===== src/rtl/core/cfaf_pkg.sv =====
`timescale 1ns / 1ps
`default_nettype none
// ----------------------------------------------------------------------------
// cfaf_pkg
// Types, character codes and helpers shared by the CAN log text formatter.
// ----------------------------------------------------------------------------
package cfaf_pkg;

  // item kinds
  localparam logic ActHeader = 1'b0;
  localparam logic ActData   = 1'b1;

  // characters per job: one header yields at most twelve
  localparam int unsigned JobChars = 12;
  localparam int unsigned CountW   = 4;

  // job queue between front and back, power-of-two depth
  localparam int unsigned QueueDepth = 2;
  localparam int unsigned QPtrW      = 1;
  localparam int unsigned QCountW    = 2;

  localparam int unsigned RemainW = 7;

  localparam logic [7:0] ChHash  = 8'h23;
  localparam logic [7:0] ChUnder = 8'h5F;
  localparam logic [7:0] ChR     = 8'h52;
  localparam logic [7:0] ChDot   = 8'h2E;

  localparam logic [7:0] ClassicMax = 8'd8;
  localparam logic [7:0] RawDlcLo   = 8'd9;
  localparam logic [7:0] RawDlcHi   = 8'd15;

  localparam logic [7:0] HexTable [16] = '{
    8'h30, 8'h31, 8'h32, 8'h33, 8'h34, 8'h35, 8'h36, 8'h37,
    8'h38, 8'h39, 8'h41, 8'h42, 8'h43, 8'h44, 8'h45, 8'h46
  };

  typedef struct packed {
    logic [JobChars-1:0][7:0] chars;
    logic [CountW-1:0]        count;
    logic                     eol;
  } job_t;

  function automatic logic [7:0] hex_char(input logic [3:0] d);
    hex_char = HexTable[d];
  endfunction

endpackage
`default_nettype wire


===== src/rtl/core/cfaf_in_if.sv =====
`timescale 1ns / 1ps
`default_nettype none
// ----------------------------------------------------------------------------
// cfaf_in_if
// Input channel: frame header and data byte words.
// ----------------------------------------------------------------------------
interface cfaf_in_if;
  logic        valid;
  logic        ready;
  logic        action;
  logic [31:0] frame_id;
  logic [7:0]  payload_length;
  logic [7:0]  fd_flags;
  logic [7:0]  raw_dlc;
  logic        is_fd;
  logic [7:0]  data_value;

  modport source (
    output valid, action, frame_id, payload_length, fd_flags, raw_dlc, is_fd, data_value,
    input  ready
  );
  modport sink (
    input  valid, action, frame_id, payload_length, fd_flags, raw_dlc, is_fd, data_value,
    output ready
  );
endinterface
`default_nettype wire


===== src/rtl/core/cfaf_out_if.sv =====
`timescale 1ns / 1ps
`default_nettype none
// ----------------------------------------------------------------------------
// cfaf_out_if
// Result channel: one ASCII character word with end of line mark.
// ----------------------------------------------------------------------------
interface cfaf_out_if;
  logic       valid;
  logic       ready;
  logic [7:0] character;
  logic       end_of_line;

  modport source (
    output valid, character, end_of_line,
    input  ready
  );
  modport sink (
    input  valid, character, end_of_line,
    output ready
  );
endinterface
`default_nettype wire


===== src/rtl/core/can_frame_ascii_formatter.sv =====
`timescale 1ns / 1ps
`default_nettype none
// ----------------------------------------------------------------------------
// can_frame_ascii_formatter
// CAN / CAN FD frames to compact ASCII log text, one character per word.
//
//   channel  dir  handshake          word
//   in_ch    in   valid / ready      header or one data byte
//   out_ch   out  valid / ready      one character, end_of_line on last
//   cfg_*    in   cfg_wr_en          separator_enable bit
//
// a word is taken while the queue has room; the back sends one character per cycle unless out_ch stalls,
// up to 4 for a data byte (none for a stray byte, one if a DLC digit is pending), 4..12 for a header
// a two-job queue lets the front take new words while the back still sends
// reset clears frame state, the separator bit, the queue and the output
// ----------------------------------------------------------------------------
module can_frame_ascii_formatter #(
  parameter int unsigned FD_MAX_BYTES = 64
) (
  input  wire logic  clk,
  input  wire logic  rst_n,
  cfaf_in_if.sink    in_ch,
  cfaf_out_if.source out_ch,
  input  wire logic  cfg_wr_en,
  input  wire logic  cfg_wr_data
);

  cfaf_pkg::job_t push_job;
  logic           push_valid;
  logic           push_ready;
  cfaf_pkg::job_t pop_job;
  logic           pop_valid;
  logic           pop_ready;

  cfaf_front #(
    .FD_MAX_BYTES (FD_MAX_BYTES)
  ) u_front (
    .clk         (clk),
    .rst_n       (rst_n),
    .in_ch       (in_ch),
    .cfg_wr_en   (cfg_wr_en),
    .cfg_wr_data (cfg_wr_data),
    .push_job    (push_job),
    .push_valid  (push_valid),
    .push_ready  (push_ready)
  );

  cfaf_queue u_queue (
    .clk        (clk),
    .rst_n      (rst_n),
    .push_job   (push_job),
    .push_valid (push_valid),
    .push_ready (push_ready),
    .pop_job    (pop_job),
    .pop_valid  (pop_valid),
    .pop_ready  (pop_ready)
  );

  cfaf_back u_back (
    .clk       (clk),
    .rst_n     (rst_n),
    .pop_job   (pop_job),
    .pop_valid (pop_valid),
    .pop_ready (pop_ready),
    .out_ch    (out_ch)
  );

endmodule
`default_nettype wire


===== src/rtl/core/cfaf_front.sv =====
`timescale 1ns / 1ps
`default_nettype none
// ----------------------------------------------------------------------------
// cfaf_front
// Accepts words, tracks frame state and builds the character job per word.
// ----------------------------------------------------------------------------
module cfaf_front #(
  parameter int unsigned FD_MAX_BYTES = 64
) (
  input  wire logic         clk,
  input  wire logic         rst_n,
  cfaf_in_if.sink           in_ch,
  input  wire logic         cfg_wr_en,
  input  wire logic         cfg_wr_data,
  output cfaf_pkg::job_t    push_job,
  output logic              push_valid,
  input  wire logic         push_ready
);

  localparam logic [7:0] FdMaxLen = 8'(FD_MAX_BYTES);

  logic                          sep_r;
  logic [cfaf_pkg::RemainW-1:0]  remain_r, remain_nxt;
  logic                          sfx_pend_r, sfx_pend_nxt;
  logic [3:0]                    sfx_digit_r, sfx_digit_nxt;

  cfaf_pkg::job_t                job;
  logic [cfaf_pkg::CountW-1:0]   n;
  logic                          accept;
  logic                          long_id;
  logic [31:0]                   id_val;
  logic                          raw_ok;
  logic [7:0]                    max_len;
  logic [7:0]                    len;
  logic [cfaf_pkg::RemainW-1:0]  remain_dec;

  assign in_ch.ready = push_ready;
  assign accept      = in_ch.valid && push_ready;

  always_comb begin
    job           = '0;
    n             = '0;
    remain_nxt    = remain_r;
    sfx_pend_nxt  = sfx_pend_r;
    sfx_digit_nxt = sfx_digit_r;
    long_id       = in_ch.frame_id[29] || in_ch.frame_id[31];
    raw_ok        = in_ch.raw_dlc inside {[cfaf_pkg::RawDlcLo:cfaf_pkg::RawDlcHi]};
    max_len       = in_ch.is_fd ? FdMaxLen : cfaf_pkg::ClassicMax;
    len           = (in_ch.payload_length > max_len) ? max_len : in_ch.payload_length;
    remain_dec    = remain_r - cfaf_pkg::RemainW'(1);
    if (in_ch.frame_id[29]) begin
      id_val = {2'b00, in_ch.frame_id[29:0]};
    end else if (in_ch.frame_id[31]) begin
      id_val = {3'b000, in_ch.frame_id[28:0]};
    end else begin
      id_val = {21'd0, in_ch.frame_id[10:0]};
    end

    if (in_ch.action == cfaf_pkg::ActHeader) begin
      remain_nxt    = '0;
      sfx_pend_nxt  = 1'b0;
      sfx_digit_nxt = '0;
      if (long_id) begin
        for (int k = 0; k < 8; k++) begin
          job.chars[k] = cfaf_pkg::hex_char(id_val[(7-k)*4 +: 4]);
        end
        n = 4'd8;
      end else begin
        for (int k = 0; k < 3; k++) begin
          job.chars[k] = cfaf_pkg::hex_char(id_val[(2-k)*4 +: 4]);
        end
        n = 4'd3;
      end
      job.chars[n] = cfaf_pkg::ChHash;
      n = n + 4'd1;
      if (!in_ch.is_fd && in_ch.frame_id[30]) begin
        job.chars[n] = cfaf_pkg::ChR;
        n = n + 4'd1;
        job.eol = 1'b1;
        if (in_ch.payload_length inside {[8'd1:cfaf_pkg::ClassicMax]}) begin
          job.chars[n] = cfaf_pkg::hex_char(in_ch.payload_length[3:0]);
          n = n + 4'd1;
          if (in_ch.payload_length == cfaf_pkg::ClassicMax && raw_ok) begin
            job.chars[n] = cfaf_pkg::ChUnder;
            n = n + 4'd1;
            if (long_id) begin
              job.eol       = 1'b0;
              sfx_pend_nxt  = 1'b1;
              sfx_digit_nxt = in_ch.raw_dlc[3:0];
            end else begin
              job.chars[n] = cfaf_pkg::hex_char(in_ch.raw_dlc[3:0]);
              n = n + 4'd1;
            end
          end
        end
      end else begin
        if (in_ch.is_fd) begin
          job.chars[n] = cfaf_pkg::ChHash;
          n = n + 4'd1;
          job.chars[n] = cfaf_pkg::hex_char(in_ch.fd_flags[3:0]);
          n = n + 4'd1;
          if (sep_r && len != 8'd0) begin
            job.chars[n] = cfaf_pkg::ChDot;
            n = n + 4'd1;
          end
        end
        if (len == 8'd0) begin
          job.eol = 1'b1;
        end else begin
          remain_nxt = len[cfaf_pkg::RemainW-1:0];
          if (!in_ch.is_fd && len == cfaf_pkg::ClassicMax && raw_ok) begin
            sfx_pend_nxt  = 1'b1;
            sfx_digit_nxt = in_ch.raw_dlc[3:0];
          end
        end
      end
    end else if (remain_r == '0) begin
      if (sfx_pend_r) begin
        job.chars[0]  = cfaf_pkg::hex_char(sfx_digit_r);
        n             = 4'd1;
        job.eol       = 1'b1;
        sfx_pend_nxt  = 1'b0;
        sfx_digit_nxt = '0;
      end
    end else begin
      job.chars[0] = cfaf_pkg::hex_char(in_ch.data_value[7:4]);
      job.chars[1] = cfaf_pkg::hex_char(in_ch.data_value[3:0]);
      n            = 4'd2;
      remain_nxt   = remain_dec;
      if (remain_dec != '0) begin
        if (sep_r) begin
          job.chars[2] = cfaf_pkg::ChDot;
          n            = 4'd3;
        end
      end else begin
        if (sfx_pend_r) begin
          job.chars[2]  = cfaf_pkg::ChUnder;
          job.chars[3]  = cfaf_pkg::hex_char(sfx_digit_r);
          n             = 4'd4;
          sfx_pend_nxt  = 1'b0;
          sfx_digit_nxt = '0;
        end
        job.eol = 1'b1;
      end
    end
    job.count = n;
  end

  assign push_job   = job;
  assign push_valid = accept && (n != '0);

  always_ff @(posedge clk) begin
    if (!rst_n) begin
      sep_r       <= 1'b0;
      remain_r    <= '0;
      sfx_pend_r  <= 1'b0;
      sfx_digit_r <= '0;
    end else begin
      if (cfg_wr_en) begin
        sep_r <= cfg_wr_data;
      end
      if (accept) begin
        remain_r    <= remain_nxt;
        sfx_pend_r  <= sfx_pend_nxt;
        sfx_digit_r <= sfx_digit_nxt;
      end
    end
  end

  a_job_count: assert property (@(posedge clk) disable iff (!rst_n)
    push_valid |-> (push_job.count != '0 &&
                    push_job.count <= cfaf_pkg::CountW'(cfaf_pkg::JobChars)))
    else $error("job character count out of range");

  a_remain_bound: assert property (@(posedge clk) disable iff (!rst_n)
    remain_r <= cfaf_pkg::RemainW'(FD_MAX_BYTES))
    else $error("byte count beyond frame maximum");

endmodule
`default_nettype wire


===== src/rtl/core/cfaf_queue.sv =====
`timescale 1ns / 1ps
`default_nettype none
// ----------------------------------------------------------------------------
// cfaf_queue
// Short job queue between the front and the character sequencer.
// ----------------------------------------------------------------------------
module cfaf_queue (
  input  wire logic           clk,
  input  wire logic           rst_n,
  input  wire cfaf_pkg::job_t push_job,
  input  wire logic           push_valid,
  output logic                push_ready,
  output cfaf_pkg::job_t      pop_job,
  output logic                pop_valid,
  input  wire logic           pop_ready
);

  cfaf_pkg::job_t                 entry_r [cfaf_pkg::QueueDepth];
  logic [cfaf_pkg::QPtrW-1:0]     wr_ptr_r;
  logic [cfaf_pkg::QPtrW-1:0]     rd_ptr_r;
  logic [cfaf_pkg::QCountW-1:0]   count_r, count_nxt;
  logic                           do_push;
  logic                           do_pop;

  assign push_ready = count_r != cfaf_pkg::QCountW'(cfaf_pkg::QueueDepth);
  assign pop_valid  = count_r != '0;
  assign pop_job    = entry_r[rd_ptr_r];
  assign do_push    = push_valid && push_ready;
  assign do_pop     = pop_valid && pop_ready;

  always_comb begin
    count_nxt = count_r;
    if (do_push && !do_pop) begin
      count_nxt = count_r + cfaf_pkg::QCountW'(1);
    end else if (do_pop && !do_push) begin
      count_nxt = count_r - cfaf_pkg::QCountW'(1);
    end
  end

  always_ff @(posedge clk) begin
    if (do_push) begin
      entry_r[wr_ptr_r] <= push_job;
    end
  end

  always_ff @(posedge clk) begin
    if (!rst_n) begin
      wr_ptr_r <= '0;
      rd_ptr_r <= '0;
      count_r  <= '0;
    end else begin
      count_r <= count_nxt;
      if (do_push) begin
        wr_ptr_r <= wr_ptr_r + cfaf_pkg::QPtrW'(1);
      end
      if (do_pop) begin
        rd_ptr_r <= rd_ptr_r + cfaf_pkg::QPtrW'(1);
      end
    end
  end

  a_count_bound: assert property (@(posedge clk) disable iff (!rst_n)
    count_r <= cfaf_pkg::QCountW'(cfaf_pkg::QueueDepth))
    else $error("job queue overfilled");

endmodule
`default_nettype wire


===== src/rtl/core/cfaf_back.sv =====
`timescale 1ns / 1ps
`default_nettype none
// ----------------------------------------------------------------------------
// cfaf_back
// Steps through the head job one character a cycle, when out_ch is not stalled, into the output register.
// ----------------------------------------------------------------------------
module cfaf_back (
  input  wire logic           clk,
  input  wire logic           rst_n,
  input  wire cfaf_pkg::job_t pop_job,
  input  wire logic           pop_valid,
  output logic                pop_ready,
  cfaf_out_if.source          out_ch
);

  logic [cfaf_pkg::CountW-1:0] idx_r, idx_nxt;
  logic                        out_valid_r;
  logic [7:0]                  char_r;
  logic                        eol_r;
  logic                        load;
  logic                        last;

  assign load      = pop_valid && (!out_valid_r || out_ch.ready);
  assign last      = idx_r == (pop_job.count - cfaf_pkg::CountW'(1));
  assign pop_ready = load && last;

  always_comb begin
    idx_nxt = idx_r;
    if (load) begin
      idx_nxt = last ? '0 : idx_r + cfaf_pkg::CountW'(1);
    end
  end

  always_ff @(posedge clk) begin
    if (load) begin
      char_r <= pop_job.chars[idx_r];
      eol_r  <= last && pop_job.eol;
    end
  end

  always_ff @(posedge clk) begin
    if (!rst_n) begin
      idx_r       <= '0;
      out_valid_r <= 1'b0;
    end else begin
      idx_r <= idx_nxt;
      if (load) begin
        out_valid_r <= 1'b1;
      end else if (out_ch.ready) begin
        out_valid_r <= 1'b0;
      end
    end
  end

  assign out_ch.valid       = out_valid_r;
  assign out_ch.character   = char_r;
  assign out_ch.end_of_line = eol_r;

  a_idx_in_job: assert property (@(posedge clk) disable iff (!rst_n)
    pop_valid |-> (idx_r < pop_job.count))
    else $error("character index past end of job");

  a_idx_restart: assert property (@(posedge clk) disable iff (!rst_n)
    (pop_valid && pop_ready) |=> (idx_r == '0))
    else $error("index not cleared after job");

endmodule
`default_nettype wire

===== src/flat_wrapper.sv =====
// flat-port wrapper written by rule: the top's interface ports become plain ports
module can_frame_ascii_formatter_flat 
#(
  parameter int unsigned FD_MAX_BYTES = 64
)
  (clk, rst_n, cfg_wr_en, cfg_wr_data, in_ch_valid, in_ch_action, in_ch_frame_id, in_ch_payload_length, in_ch_fd_flags, in_ch_raw_dlc, in_ch_is_fd, in_ch_data_value, in_ch_ready, out_ch_valid, out_ch_character, out_ch_end_of_line, out_ch_ready);
  cfaf_in_if in_ch_i ();
  cfaf_out_if out_ch_i ();
  input  wire logic clk;
  input  wire logic rst_n;
  input  wire logic cfg_wr_en;
  input  wire logic cfg_wr_data;
  input wire logic [$bits(in_ch_i.valid)-1:0] in_ch_valid;
  input wire logic [$bits(in_ch_i.action)-1:0] in_ch_action;
  input wire logic [$bits(in_ch_i.frame_id)-1:0] in_ch_frame_id;
  input wire logic [$bits(in_ch_i.payload_length)-1:0] in_ch_payload_length;
  input wire logic [$bits(in_ch_i.fd_flags)-1:0] in_ch_fd_flags;
  input wire logic [$bits(in_ch_i.raw_dlc)-1:0] in_ch_raw_dlc;
  input wire logic [$bits(in_ch_i.is_fd)-1:0] in_ch_is_fd;
  input wire logic [$bits(in_ch_i.data_value)-1:0] in_ch_data_value;
  output wire logic [$bits(in_ch_i.ready)-1:0] in_ch_ready;
  output wire logic [$bits(out_ch_i.valid)-1:0] out_ch_valid;
  output wire logic [$bits(out_ch_i.character)-1:0] out_ch_character;
  output wire logic [$bits(out_ch_i.end_of_line)-1:0] out_ch_end_of_line;
  input wire logic [$bits(out_ch_i.ready)-1:0] out_ch_ready;
  assign in_ch_i.valid = in_ch_valid;
  assign in_ch_i.action = in_ch_action;
  assign in_ch_i.frame_id = in_ch_frame_id;
  assign in_ch_i.payload_length = in_ch_payload_length;
  assign in_ch_i.fd_flags = in_ch_fd_flags;
  assign in_ch_i.raw_dlc = in_ch_raw_dlc;
  assign in_ch_i.is_fd = in_ch_is_fd;
  assign in_ch_i.data_value = in_ch_data_value;
  assign in_ch_ready = in_ch_i.ready;
  assign out_ch_valid = out_ch_i.valid;
  assign out_ch_character = out_ch_i.character;
  assign out_ch_end_of_line = out_ch_i.end_of_line;
  assign out_ch_i.ready = out_ch_ready;
  can_frame_ascii_formatter #(.FD_MAX_BYTES(FD_MAX_BYTES)) u_core (.clk(clk), .rst_n(rst_n), .in_ch(in_ch_i), .out_ch(out_ch_i), .cfg_wr_en(cfg_wr_en), .cfg_wr_data(cfg_wr_data));
endmodule

===== config.mk =====
export PLATFORM = sky130hd
export DESIGN_NAME = can_frame_ascii_formatter_flat
export DESIGN_NICKNAME = d
export VERILOG_FILES = /design/src/rtl/core/cfaf_pkg.sv /design/src/rtl/core/cfaf_in_if.sv /design/src/rtl/core/cfaf_out_if.sv /design/src/rtl/core/can_frame_ascii_formatter.sv /design/src/rtl/core/cfaf_front.sv /design/src/rtl/core/cfaf_queue.sv /design/src/rtl/core/cfaf_back.sv /design/src/flat_wrapper.sv
export SDC_FILE = /design/constraint.sdc
export NUM_CORES = 1
export LEC_CHECK = 0
export ABC_AREA = 1
export ABC_CLOCK_PERIOD_IN_PS = 9950
export BUFFER_PORTS_ARGS = -buffer_cell sky130_fd_sc_hd__buf_2
export CORE_MARGIN = 10
export CORE_UTILIZATION = 40
export CTS_CLUSTER_SIZE = 10
export DETAILED_ROUTE_END_ITERATION = 12
export HOLD_SLACK_MARGIN = 0.06
export MAX_ROUTING_LAYER = met4
export PLACE_DENSITY = 0.63
export SYNTH_ARGS = -nofsm -noshare
export SYNTH_HDL_FRONTEND = slang
export SYNTH_SLANG_ARGS = --single-unit

===== constraint.sdc =====
create_clock -name clk -period 9.95 [get_ports clk]
set_clock_uncertainty 0.15 [all_clocks]
set_input_delay 1.99 -clock clk [delete_from_list [all_inputs] [get_ports clk]]
set_output_delay 1.99 -clock clk [all_outputs]
set_load 0.1 [all_outputs]

Word-level counts from Yosys, hierarchy flattened
Memories as Yosys holds them, arrays and structs flattened. A register that Yosys moved wholly into a read port is not among the register bits.
Index checks and enable logic that the tools add are counted.
W data, S select, Z words.

cells by class
  add/sub/neg operators = 12
  order comparisons = 30
  equality and inequality tests = 6
  muxes and demuxes = 121
  bitwise logic cells = 29
  reduce and logical (&&, ||, !) cells = 37

operators by type and width
  cell                  number
  $mux W96              6
  $mux W8               39
  $bwmux W96            3
  $not A60 Y60          3
  $demux W8 S4          5
  $and A60 B60 Y60      2
  $mux W4               22
  $mux W40              2
  $mux W24              3
  $or A36 B36 Y36       2
  $or A72 B72 Y72       1
  $ge A5 B5 Y1 const B  14
  $not A4 Y5            14
  $mux W64              1
  $and A40 B60 Y60      1
  $and A48 B48 Y48      1
  $not A48 Y48          1
  $or A48 B48 Y48       1
  $or A24 B36 Y36       1
  $mux W7               5
  $bmux W8 S4           1
  $mux W32              1
  $lt A4 B5 Y1 const B  6
  $mux W30              1
  other kinds (33)      99

storage, ports and cells
  register bits after elaboration = 31
  memory bits (writable) = 202
  ROM bits = 1792
  input port bits = 72
  output and inout port bits = 11
  logic and storage cells = 261
  memories kept = 15

memories
  memory                  depth  width  rd ports  clocked after Yosys merged registers in  wr ports  RTL line          text
  u_core.u_queue.entry_r  2      101    1         1                                        1         cfaf_queue.sv:18  cfaf_pkg::job_t entry_r [cfaf_pkg::QueueDepth];
  (name not given)        16     8      1         0                                        0         cfaf_pkg.sv:45    hex_char = HexTable[d];
  (name not given)        16     8      1         0                                        0         cfaf_pkg.sv:45
  (name not given)        16     8      1         0                                        0         cfaf_pkg.sv:45
  (name not given)        16     8      1         0                                        0         cfaf_pkg.sv:45
  (name not given)        16     8      1         0                                        0         cfaf_pkg.sv:45
  +9 memories             --     --     --        --                                       --        --

Logic depth before layout (Yosys ltp)
Gate-level depths: netlist (run 1).

  word-level depth = 20
  depth in mapped cells = 25
  mapped depth without buffers = 25

Modules after synthesis
A second synthesis (run 1) with hierarchy kept.

second synthesis, totals
  cells, all modules = 1255
  area total of the unflattened synthesis = 13173.9 µm²

by module, submodules not included
  module      times used  cells each  area an instance (µm²)  sequential area each (µm²)
  cfaf_queue  1           351         7977.7                  6165.9
  cfaf_front  1           645         3687.3                  260.2
  cfaf_back   1           259         1508.9                  370.4

Worst setup path before layout (run 1)
OpenSTA, ideal clock, no wires.

  kind = input to register
  start point = in in_ch_payload_length[3]
  end point = mem u_core.u_queue.entry_r[0][0] (netlist name) (enable)
  library setup time = 0.500 ns
  arrival time = 6.863 ns
  data required time = 9.300 ns
  path slack = 2.437 ns
  cell stages on the path = 22
  path buffers = 0
  cell sequence = inv_1 -> ha_1 -> nand2_1 -> nor2_1 -> nand4_1 -> nand2_2 -> inv_2 -> nand2_1 -> o21ai_1 -> nor2_1 -> nand3_1 -> nand2_2 -> inv_2 -> ha_1 -> or2_0 -> nand2_2 -> a21oi_1 -> nand2_1 -> nor2_2 -> nor2_4 -> inv_1 -> nor2_1

on the way
  cells in the longest elaborated chain, start to end = 13
  elaborated cells on any way between the ends = 20
  those cells by class = 3 x order compare; 1 x eq/ne; 9 x mux; 7 x reduce/logical

ends and longest elaborated chain
  what                             RTL line            text
  start: declaration               flat_wrapper.sv:16  input wire logic [$bits(in_ch_i.payload_length)-1:0] in_ch_payload_length;
  $gt A8 B7 Y1                     cfaf_front.sv:49    len = (in_ch.payload_length > max_len) ? max_len : in_ch.payload_length;
  $mux W8                          cfaf_front.sv:49
  $reduce_bool A8 Y1               cfaf_front.sv:102   if (sep_r && len != 8'd0) begin
  $logic_and A1 B1 Y1              cfaf_front.sv:102
  $mux W4                          cfaf_front.sv:102
  $mux W4                          cfaf_front.sv:97    if (in_ch.is_fd) begin
  $mux W4 *                        cfaf_front.sv:76    if (!in_ch.is_fd && in_ch.frame_id[30]) begin
  $mux W4 *                        cfaf_front.sv:59    if (in_ch.action == cfaf_pkg::ActHeader) begin
  $reduce_bool A4 Y1 *             cfaf_front.sv:150   assign push_valid = accept && (n != '0);
  $logic_and A1 B1 Y1 *            cfaf_front.sv:150
  $logic_and A1 B1 Y1 *            cfaf_queue.sv:28    assign do_push = push_valid && push_ready;
  net u_core.u_queue.do_push       cfaf_queue.sv:22    logic do_push;
  $mux W1 *                        cfaf_queue.sv:41    if (do_push) begin
  $mux W1 (implied by the code) *  cfaf_queue.sv:42    entry_r[wr_ptr_r] <= push_job;
  end: declaration                 cfaf_queue.sv:18

The timed path passes the listed nets; every way through them passes the cells marked *.

Final worst setup path (run 1)
  start point = in in_ch_is_fd
  end point = mem u_core.u_queue.entry_r[0][88] (netlist name) (enable)

on the way
  cells in the longest elaborated chain, start to end = 14
  elaborated cells on any way between the ends = 16
  those cells by class = 1 x order compare; 8 x mux; 7 x reduce/logical

ends and longest elaborated chain
  what                             RTL line            text
  start: declaration               flat_wrapper.sv:19  input wire logic [$bits(in_ch_i.is_fd)-1:0] in_ch_is_fd;
  $mux W7                          cfaf_front.sv:48    max_len = in_ch.is_fd ? FdMaxLen : cfaf_pkg::ClassicMax;
  $gt A8 B7 Y1                     cfaf_front.sv:49
  $mux W8                          cfaf_front.sv:49
  $reduce_bool A8 Y1               cfaf_front.sv:102
  $logic_and A1 B1 Y1              cfaf_front.sv:102
  $mux W4                          cfaf_front.sv:102
  $mux W4                          cfaf_front.sv:97
  $mux W4 *                        cfaf_front.sv:76
  $mux W4 *                        cfaf_front.sv:59
  $reduce_bool A4 Y1 *             cfaf_front.sv:150
  $logic_and A1 B1 Y1 *            cfaf_front.sv:150
  $logic_and A1 B1 Y1 *            cfaf_queue.sv:28
  net u_core.u_queue.do_push       cfaf_queue.sv:22
  $mux W1 *                        cfaf_queue.sv:41
  $mux W1 (implied by the code) *  cfaf_queue.sv:42

Marks and branches as above.

==> results of run 1 <==
==> state kept, by name (all words and copies together), names as in the netlist, named ones only <==
register	cells
u_core.u_front.remain_r	7
u_core.u_front.sfx_pend_r	1
u_core.u_back.out_ch.valid	1
u_core.u_front.sfx_digit_r	4
u_core.u_queue.entry_r	140
u_core.u_queue.count_r	2
u_core.u_back.out_ch.character	7
u_core.u_back.idx_r	4
u_core.u_back.out_ch.end_of_line	1
u_core.u_queue.wr_ptr_r	1
u_core.u_queue.rd_ptr_r	1
u_core.u_front.sep_r	1
==> power breakdown <==
part	internal (W)	total, W	leakage, nW	switching, W
registers	0.000953	0.00101	1.59	0.0000574
logic	0.000230	0.000891	2.64	0.000662
clock network	0.000400	0.000689	0.290	0.000290
total	0.00158	0.00259	4.52	0.00101
==> kinds of logic (layout without fill, tap and decap cells) <==
logic type | after synthesis | after routing | synth area share
AOI/OAI and AO/OA | 286 | 286 | 0.170
xor gates and xnor gates | 10 | 10 | 0.00961
adders and majority gates | 42 | 42 | 0.0531
buffers and inverters | 169 | 246 | 0.0684
DFF | 171 | 171 | 0.496
muxes | 3 | 3 | 0.00430
other | 1 | 1 | 0.000379
and+or+nand+nor | 427 | 427 | 0.199
==> synth_stat cells (8+ instances only) <==
cell,count
nor2_1,159
nand2_1,152
edfxtp_1,148
o21ai_0,121
inv_1,109
a21oi_1,57
ha_1,42
nand3_1,42
o22ai_1,30
clkbuf_1,23
dfxtp_1,23
o211ai_1,19
inv_2,15
nand2_2,15
buf_2,14
nor2_2,11
o21ai_1,10
o221ai_1,10
a211oi_1,8
nand4_1,8
xor2_1,8
==> final timing paths <==
| path | depth (start not counted) | end |
|---|---|---|
| worst min register to register | 2 | u_core.u_queue.count_r[1] |
| worst max register to register | 17 | u_core.u_queue.entry_r[0][88] |
| worst max-delay path | 23 | u_core.u_queue.entry_r[0][88] |
| worst min-delay path | 2 | u_core.u_queue.count_r[1] |
==> per-layer routing <==
layer	up-vias	share of wire
met1	3827	0.43
met3	32	0.069
met4	0	0.015
met2	296	0.48
li1	3980	-
met5	-	0
==> cell type report <==
cell class                 instances  area [sq um]  area share
tap                              324           405      0.0362
timing repair buffer              87           460      0.0411
clock inverter                    14           184      0.0164
inverter                         128           487      0.0435
clock buffer                      17           425      0.0380
sequential                       171          4910       0.438
multi-input combinational        769          4330       0.387
==> metrics by stage <==
| step | cells | instance area, sq um | util |
|---|---|---|---|
| after global placement | 1479 | 10600 | 0.435 |
| after floorplan | 1109 | 9900 | - |
| after detailed placement | 1479 | 10600 | 0.435 |
| after global routing | 1510 | 11200 | 0.460 |
| after CTS | 1510 | 11200 | 0.460 |
| final | 1510 | 11200 | 0.460 |
==> worst reg2reg max path: stages (launching register included) <==
cell,delay [ps]
dfxtp_1,320
inv_1,160
ha_1,270
nand2_2,90
nor2_2,150
nand2_1,110
nand3_2,120
nor2_4,50
nand2_4,120
nand2_2,60
nand2_2,90
nand2_1,90
nand2_1,80
nor2_2,50
nor2_4,130
inv_1,90
nor2_4,750
buf_4,630
==> flow_metrics.py, run 1 <==
metrics = {
    "floorplan": {
        "start_util": 0.407,
        "ios": 83,
        "core_area_sq_mm": 0.0243,
        "dieArea_sq_mm": 0.0314,
        "rows": 57,
        "die_w_microns": 177,
        "die_h_microns": 177,
    },
    "timing": {
        "setup_tns_ps": 0,
        "rsz0062_at_grt": "no",
        "tightest_slew_ps": 991,
        "slew-limit-headroom": 0.338,
        "max_freq_ghz": 0.166,
        "fin_hold_ws_ps": 353,
        "fin_crit_sh": 0.607,
        "setup_slack_ps": 3910,
        "setup_violations": 0,
        "hold_viol": 0,
        "slew_viol_final": 0,
        "min_period_ps": 6040,
    },
    "power": {
        "p_per_area_mw_per_mm2": 231,
        "power_leakage_nw": 4.52,
        "ir_worst_vdd_mv": 0.215,
        "fin_total_pwr_w": 0.00259,
    },
    "synth": {
        "ys.flop_type": "edfxtp_1",
        "ys_seq_area_frac": 0.496,
        "async_flop_share": 0,
        "synthesis.area_sq_mm": 0.00990,
        "synth.distinct_cells": 59,
        "synthTopCellsByArea": "edfxtp_1 45%, o21ai_0 6.1%, nor2_1 6.0%",
        "synth_edf_count": 148,
        "synth_seq_cells": 171,
        "syn_inst": 1109,
        "synth_top_area_share": 0.449,
        "synth_top_area_cell": "edfxtp_1",
        "synth_warnings": 0,
        "syn_area_per_cell_sq_um": 8.92,
        "syn_nets": 1223,
    },
    "layout": {
        "nNetsFinal": 1288,
        "drive_gt1_frac": 0.167,
        "antennaDiodeCount": 0,
        "final_common_cell": "nor2_1",
        "final_cell_mix": "156 x nor2_1, 152 x nand2_1, 148 x edfxtp_1",
        "area_growth_pct": 13.1,
        "nFillCells": 2294,
    },
    "critical_path": {
        "path_cells": "buf_2 -> inv_2 -> ha_1 -> nand2_1 -> nand2_1 -> nand2_2 -> inv_2 -> nand2_1 -> o21ai_1 -> nor2_1 -> nand3_1 -> nand2_2 -> ha_1 -> a21oi_1 -> nand2_1 -> nand2_2 -> nand2_1 -> nand2_1 -> nor2_2 -> nor2_4 -> inv_1 -> nor2_4 -> buf_4",
        "cp-end-kind": "flop",
        "critical_path_buf_inv_count": 5,
        "critPathKind": "input port to flop",
        "cp_max_fo": 41,
        "cp.required_ps": 9860,
        "worst_ep_arrival_time_ps": 5950,
        "r2r_start": "u_core.u_front.remain_r[0]",
        "slowest_stage": "nor2_4",
        "regToRegSetupSlack_ps": 6070,
        "startpoint": "in_ch_is_fd",
        "critPathLaunchType": "input port",
        "slowest_delay_ps": 750,
        "cp_top_family": "simple AND/OR/NAND/NOR gates",
        "critical_path.most_common_cell": "nand2_1",
    },
    "placed_design": {
        "dp_hpwl_microns": 20400,
        "place.gp.congestion": 0.939,
        "port_buffers": 77,
        "pre_cts_ws_ps": 3440,
    },
    "cts": {
        "clock_sinks": 171,
        "post_cts_buffers": 0,
        "h-tree-depth": 4,
        "clock-root-buffer": "clkbuf_16",
        "cts-buffers-inserted": 17,
        "clk_latency_ps": 420,
        "cts_resized": 0,
        "clk_path_buf_depth": 2,
        "cts_hold_buf": 0,
        "clk_pin_slew_worst_paths_ps": 70,
        "cts_tree": "yes",
    },
    "detailed_routing": {
        "routed_wl_microns": 28600,
        "via_per_inst": 5.39,
        "drtIter0Drc": 708,
        "post-route-drc-count": 0,
        "vias": 8135,
        "ant_nets": 0,
        "wire_per_inst_microns": 18.9,
        "dr.pass1.iters": 7,
    },
    "global_routing": {
        "grt_start_max_net_pins": 71,
        "met1_usage": 0.237,
        "grtUsageTotal": 0.186,
        "grtUsageMet3": 0.0378,
        "grt_first_pass_wirelength_microns": 44000,
        "grt_use_met2": 0.301,
        "grt_pass1_vias": 7815,
        "antenna_found_initial": 0,
        "overflow": 0,
        "busiest_layer": "met2",
    },
    "run": {
        "cap_violations": 0,
    },
    "worst_hold_path": {
        "worstHoldStart": "u_core.u_queue.count_r[1]",
        "hold_path_class": "flop to flop",
    },
    "outcome": {
        "outcome": "finished clean",
    },
}
(Power assumes the default switching activity.)
==> inputs of run 2 (changes only) <==
Settings changed: ABC_CLOCK_PERIOD_IN_PS 9950 to 6220.
Clock period 9.95 ns to 6.22 ns, I/O delays scaled along.
==> flow_metrics.py, run 2 (synthesis results as in run 1) <==
metrics = {
    "critical_path": {
        "cp-end-kind": "flop",
        "slowest_delay_ps": 490,
        "slowest_stage": "buf_4",
        "r2r_cells": 14,
        "critPathLaunchType": "input port",
        "regToRegSetupSlack_ps": 2720,
        "critical_path_buf_inv_count": 6,
        "cp_max_fo": 42,
        "cp.required_ps": 6140,
        "critical_path.most_common_cell": "nand2_1",
        "cp_top_family": "simple AND/OR/NAND/NOR gates",
        "critPathKind": "input port to flop",
        "r2r-end": "u_core.u_queue.count_r[1]",
        "path_cells": "buf_2 -> inv_2 -> ha_1 -> nand2_1 -> nand2_1 -> nand2_2 -> inv_2 -> nand2_1 -> o21ai_1 -> nor2_1 -> nand3_1 -> nand2_2 -> inv_2 -> ha_1 -> or2_0 -> nand2_2 -> a21oi_1 -> nand2_1 -> nor2_2 -> nor2_4 -> inv_1 -> nor2_4 -> buf_4",
        "worst_ep_arrival_time_ps": 4370,
    },
    "detailed_routing": {
        "ant_nets": 0,
        "wire_per_inst_microns": 18.9,
        "vias": 8200,
        "dr.pass1.iters": 5,
        "via_per_inst": 5.42,
        "routed_wl_microns": 28500,
        "post-route-drc-count": 0,
        "drtIter0Drc": 794,
    },
    "placed_design": {
        "dp_hpwl_microns": 20600,
        "port_buffers": 77,
        "pre_cts_ws_ps": 1360,
        "placed_cell_area_sq_mm": 0.0106,
        "place.gp.congestion": 0.925,
    },
    "layout": {
        "nNetsFinal": 1289,
        "top_register": "u_core.u_queue.entry_r",
        "antennaDiodeCount": 0,
        "area_growth_pct": 12.8,
        "largest_reg_flops": 140,
        "final_cell_mix": "157 x nor2_1, 152 x nand2_1, 148 x edfxtp_1",
        "final_common_cell": "nor2_1",
        "fin_area_sq_mm": 0.0112,
        "drive_gt1_frac": 0.166,
    },
    "timing": {
        "fin_hold_ws_ps": 355,
        "fin_crit_sh": 0.715,
        "tightest_slew_ps": 790,
        "setup_slack_ps": 1770,
        "rsz0062_at_grt": "no",
        "max_freq_ghz": 0.225,
        "min_period_ps": 4450,
        "setup_violations": 0,
        "setup_tns_ps": 0,
        "slew_viol_final": 0,
        "hold_viol": 0,
        "slew-limit-headroom": 0.473,
    },
    "floorplan": {
        "ios": 83,
        "start_util": 0.407,
        "die_w_microns": 177,
        "rows": 57,
        "die_h_microns": 177,
        "dieArea_sq_mm": 0.0314,
        "core_area_sq_mm": 0.0243,
    },
    "cts": {
        "clk_latency_ps": 430,
        "cts_hold_buf": 0,
        "cts-buffers-inserted": 17,
        "h-tree-depth": 4,
        "clk_path_buf_depth": 2,
        "clock_sinks": 171,
        "clk_pin_slew_worst_paths_ps": 70,
        "cts_tree": "yes",
        "cts_resized": 0,
        "post_cts_buffers": 0,
        "clock-root-buffer": "clkbuf_16",
    },
    "outcome": {
        "outcome": "finished clean",
    },
    "power": {
        "ir_worst_vdd_mv": 0.308,
        "power_leakage_nw": 4.50,
        "p_per_area_mw_per_mm2": 362,
    },
    "global_routing": {
        "grt_start_max_net_pins": 72,
        "grt_pass1_vias": 7801,
        "antenna_found_initial": 0,
        "overflow": 0,
        "grtUsageTotal": 0.185,
        "grt_first_pass_wirelength_microns": 43500,
    },
    "worst_hold_path": {
        "worstHoldStart": "u_core.u_queue.count_r[1]",
        "min_to": "u_core.u_queue.count_r[1]",
        "hold_path_class": "flop to flop",
        "hold_depth": 2,
    },
    "run": {
        "cap_violations": 0,
    },
}
## run 2: changes by cell type in the layout (fill, tap and decap cells not counted)
cell       change
bufinv_16      -3
inv_8          +2
buf_12         +1
clkbuf_1       +1
clkinv_1       +1
clkinv_2       -1
clkinv_8       +1
nor2_1         +1
nor2_2         -1
## run 2: routing by layer
metal	share of wire	wire, microns	vias to the layer above	GRT usage
li1	-	-	3988	-
met1	0.44	12500	3899	0.240
met2	0.46	13200	283	0.283
met3	0.083	2350	30	0.0440
met4	0.016	466	0	0.0538
met5	0	0	-	-
## run 2: worst min-delay path, delay by kind of cell (launching register included)
kind / cells / cell delay [ps]
DFF: 1 / 310
AOI/OAI and AO/OA: 1 / 70
buffers and inverters: 1 / 80
## run 2: final cells by class
type | count | area (sq um)
clock buffer | 18 | 429
clock inverter | 14 | 131
fill | 2359 | 13200
inverter | 128 | 487
multi-input combinational | 769 | 4330
sequential | 171 | 4910
tap | 324 | 405
timing repair buffer | 88 | 480
## run 2: how the worst max path moves through the flow
stage                                  from                            end  slack, ps  depth (start not counted)
global route        in_ch_payload_length[3]  u_core.u_queue.entry_r[0][24]       1440                         24
global placement                in_ch_is_fd  u_core.u_queue.entry_r[0][87]       1420                         24
detailed placement              in_ch_is_fd  u_core.u_queue.entry_r[0][87]       1360                         23
finish                          in_ch_is_fd  u_core.u_queue.entry_r[0][22]       1770                         23
floorplan           in_ch_payload_length[3]   u_core.u_queue.entry_r[0][0]        660                         22
CTS                             in_ch_is_fd  u_core.u_queue.entry_r[0][86]       1800                         23
## run 2: where the power goes
group	internal, W	switching, W
Clock	0.000528	0.000476
Sequential	0.00152	0.0000894
Combinational	0.000371	0.00105
## run 2: stage by stage
stage	instances	util	total power, W
2_1_floorplan	1109	-	0.00268
3_3_place_gp	1480	0.436	0.00303
3_5_place_dp	1480	0.436	0.00305
4_1_cts	1512	0.459	0.00405
5_1_grt	1512	0.459	0.00425
6_report	1512	0.459	0.00404
==> inputs of run 3 (changes only) <==
Settings changed: ABC_CLOCK_PERIOD_IN_PS 6220 to 4410.
Clock period 6.22 ns to 4.41 ns, I/O delays scaled along.
==> flow_metrics.py, run 3 (synthesis results as in run 1) <==
metrics = {
    "power": {
        "power.internal_w": 0.00345,
        "power_frac_comb": 0.351,
        "p_sw_frac": 0.401,
        "power_leakage_nw": 4.56,
        "ir_worst_vdd_mv": 0.495,
        "p_per_area_mw_per_mm2": 509,
        "net-switching-power_w": 0.00231,
        "fin_total_pwr_w": 0.00575,
        "power.share.clock": 0.251,
        "pwr-share-seq": 0.398,
    },
    "layout": {
        "largest_reg_flops": 140,
        "final_cell_mix": "157 x nor2_1, 152 x nand2_1, 148 x edfxtp_1",
        "fin_area_sq_mm": 0.0113,
        "area_growth_pct": 14.2,
        "final_common_cell": "nor2_1",
        "drive_gt1_frac": 0.175,
        "nFillCells": 2303,
        "nNetsFinal": 1298,
        "top_register": "u_core.u_queue.entry_r",
        "antennaDiodeCount": 0,
    },
    "critical_path": {
        "cp-end-kind": "flop",
        "r2r_cells": 11,
        "critPathKind": "input port to flop",
        "cp.required_ps": 4360,
        "r2r-end": "u_core.u_queue.count_r[1]",
        "regToRegSetupSlack_ps": 1400,
        "cp_max_fo": 55,
        "critPathLaunchType": "input port",
        "worst_ep_arrival_time_ps": 3720,
    },
    "cts": {
        "h-tree-depth": 4,
        "cts-buffers-inserted": 17,
        "cts_tree": "yes",
        "post_cts_buffers": 0,
        "clk_pin_slew_worst_paths_ps": 70,
        "clk_path_buf_depth": 2,
        "clock_sinks": 171,
        "clk_latency_ps": 440,
        "cts_hold_buf": 0,
        "cts_resized": 0,
        "clock-root-buffer": "clkbuf_16",
    },
    "placed_design": {
        "dp_hpwl_microns": 21100,
        "pre_cts_ws_ps": 219,
        "place.gp.congestion": 0.904,
        "placed_cell_area_sq_mm": 0.0107,
        "port_buffers": 77,
    },
    "worst_hold_path": {
        "hold_path_class": "flop to flop",
        "min_to": "u_core.u_queue.count_r[1]",
        "hold_depth": 2,
        "worstHoldStart": "u_core.u_queue.count_r[1]",
    },
    "floorplan": {
        "die_h_microns": 177,
        "dieArea_sq_mm": 0.0314,
        "die_w_microns": 177,
        "core_area_sq_mm": 0.0243,
        "rows": 57,
        "ios": 83,
        "start_util": 0.407,
    },
    "global_routing": {
        "grt_pass1_vias": 7580,
        "grtUsageTotal": 0.183,
        "grt_start_max_net_pins": 67,
        "overflow": 0,
        "grt_first_pass_wirelength_microns": 43200,
        "antenna_found_initial": 0,
    },
    "detailed_routing": {
        "post-route-drc-count": 0,
        "dr.pass1.iters": 6,
        "via_per_inst": 5.37,
        "ant_nets": 0,
        "vias": 8162,
        "routed_wl_microns": 28100,
        "drtIter0Drc": 627,
        "wire_per_inst_microns": 18.5,
    },
    "timing": {
        "rsz0062_at_grt": "no",
        "setup_violations": 0,
        "hold_viol": 0,
        "fin_hold_ws_ps": 347,
        "setup_tns_ps": 0,
        "slew-limit-headroom": 0.482,
        "slew_viol_final": 0,
        "fin_crit_sh": 0.854,
        "setup_slack_ps": 646,
        "tightest_slew_ps": 776,
        "max_freq_ghz": 0.266,
        "min_period_ps": 3760,
    },
    "run": {
        "cap_violations": 0,
    },
    "outcome": {
        "outcome": "finished clean",
    },
}
## run 3: changes by cell type in the layout (fill, tap and decap cells not counted)
| cell | before | now |
|---|---|---|
| buf_12 | 1 | 4 |
| buf_4 | 10 | 16 |
| clkbuf_1 | 1 | 0 |
| clkinv_4 | 3 | 2 |
| clkinv_8 | 1 | 3 |
| ha_1 | 42 | 41 |
| ha_4 | 0 | 1 |
| inv_1 | 108 | 106 |
| inv_2 | 16 | 15 |
| inv_4 | 0 | 2 |
| inv_6 | 3 | 6 |
| inv_8 | 4 | 2 |
## run 3: power groups by stage
stage | Clock, W | Combinational, W | Sequential [W]
3_5_place_dp | 0 | 0.00202 | 0.00232
4_1_cts | 0.00146 | 0.00202 | 0.00229
5_1_grt | 0.00152 | 0.00222 | 0.00232
6_report | 0.00145 | 0.00202 | 0.00229
3_3_place_gp | 0 | 0.00200 | 0.00232
2_1_floorplan | 0 | 0.00119 | 0.00258
## run 3: worst max-delay path, cell delays in order
cell and delay (ps):
buf_2 120, inv_1 150, ha_1 180, nand2_1 50, nor2_1 100, nand4_1 100
nand2_2 130, inv_2 50, nand2_1 60, o21ai_1 70, nor2_1 140, nand3_1 130
nand2_2 130, ha_1 230, a21oi_1 130, nand2_1 80, nand2_2 70, nand2_1 70
nand2_1 80, nor2_2 50, nor2_4 170, inv_2 60, nor2_4 130, buf_12 310
## run 3: how the worst max path moves through the flow
stage                            startpoint                             to  slack [ps]  cells after the start
finish              in_ch_payload_length[1]  u_core.u_queue.entry_r[0][46]         650                     24
floorplan                       in_ch_is_fd   u_core.u_queue.entry_r[0][0]           1                     21
CTS                 in_ch_payload_length[1]  u_core.u_queue.entry_r[0][62]         670                     24
global placement    in_ch_payload_length[1]  u_core.u_queue.entry_r[0][53]         270                     24
global route        in_ch_payload_length[1]  u_core.u_queue.entry_r[0][38]         390                     24
detailed placement  in_ch_payload_length[1]  u_core.u_queue.entry_r[0][91]         220                     24
## run 3: through the flow
step | util | instances
after global routing | 0.465 | 1521
after detailed placement | 0.441 | 1489
after CTS | 0.465 | 1521
after global placement | 0.441 | 1489
after floorplan | - | 1109
final | 0.465 | 1521
## run 3: final cells by class
cell class | instances | area, sq um | share of cell area
clock buffers | 17 | 425 | 0.0376
clock inverters | 15 | 151 | 0.0134
inverters | 128 | 495 | 0.0438
multi-input cells | 769 | 4340 | 0.384
flip-flops and latches | 171 | 4910 | 0.434
well taps | 324 | 405 | 0.0359
repair buffers | 97 | 586 | 0.0518
## run 3: layer usage
metal / part of all wire / GRT usage / vias up
met1: 0.45 / 0.236 / 3842
met4: 0.021 / 0.0511 / 0
met2: 0.47 / 0.289 / 268
met5: 0 / - / -
li1: - / - / 4011
met3: 0.061 / 0.0346 / 41
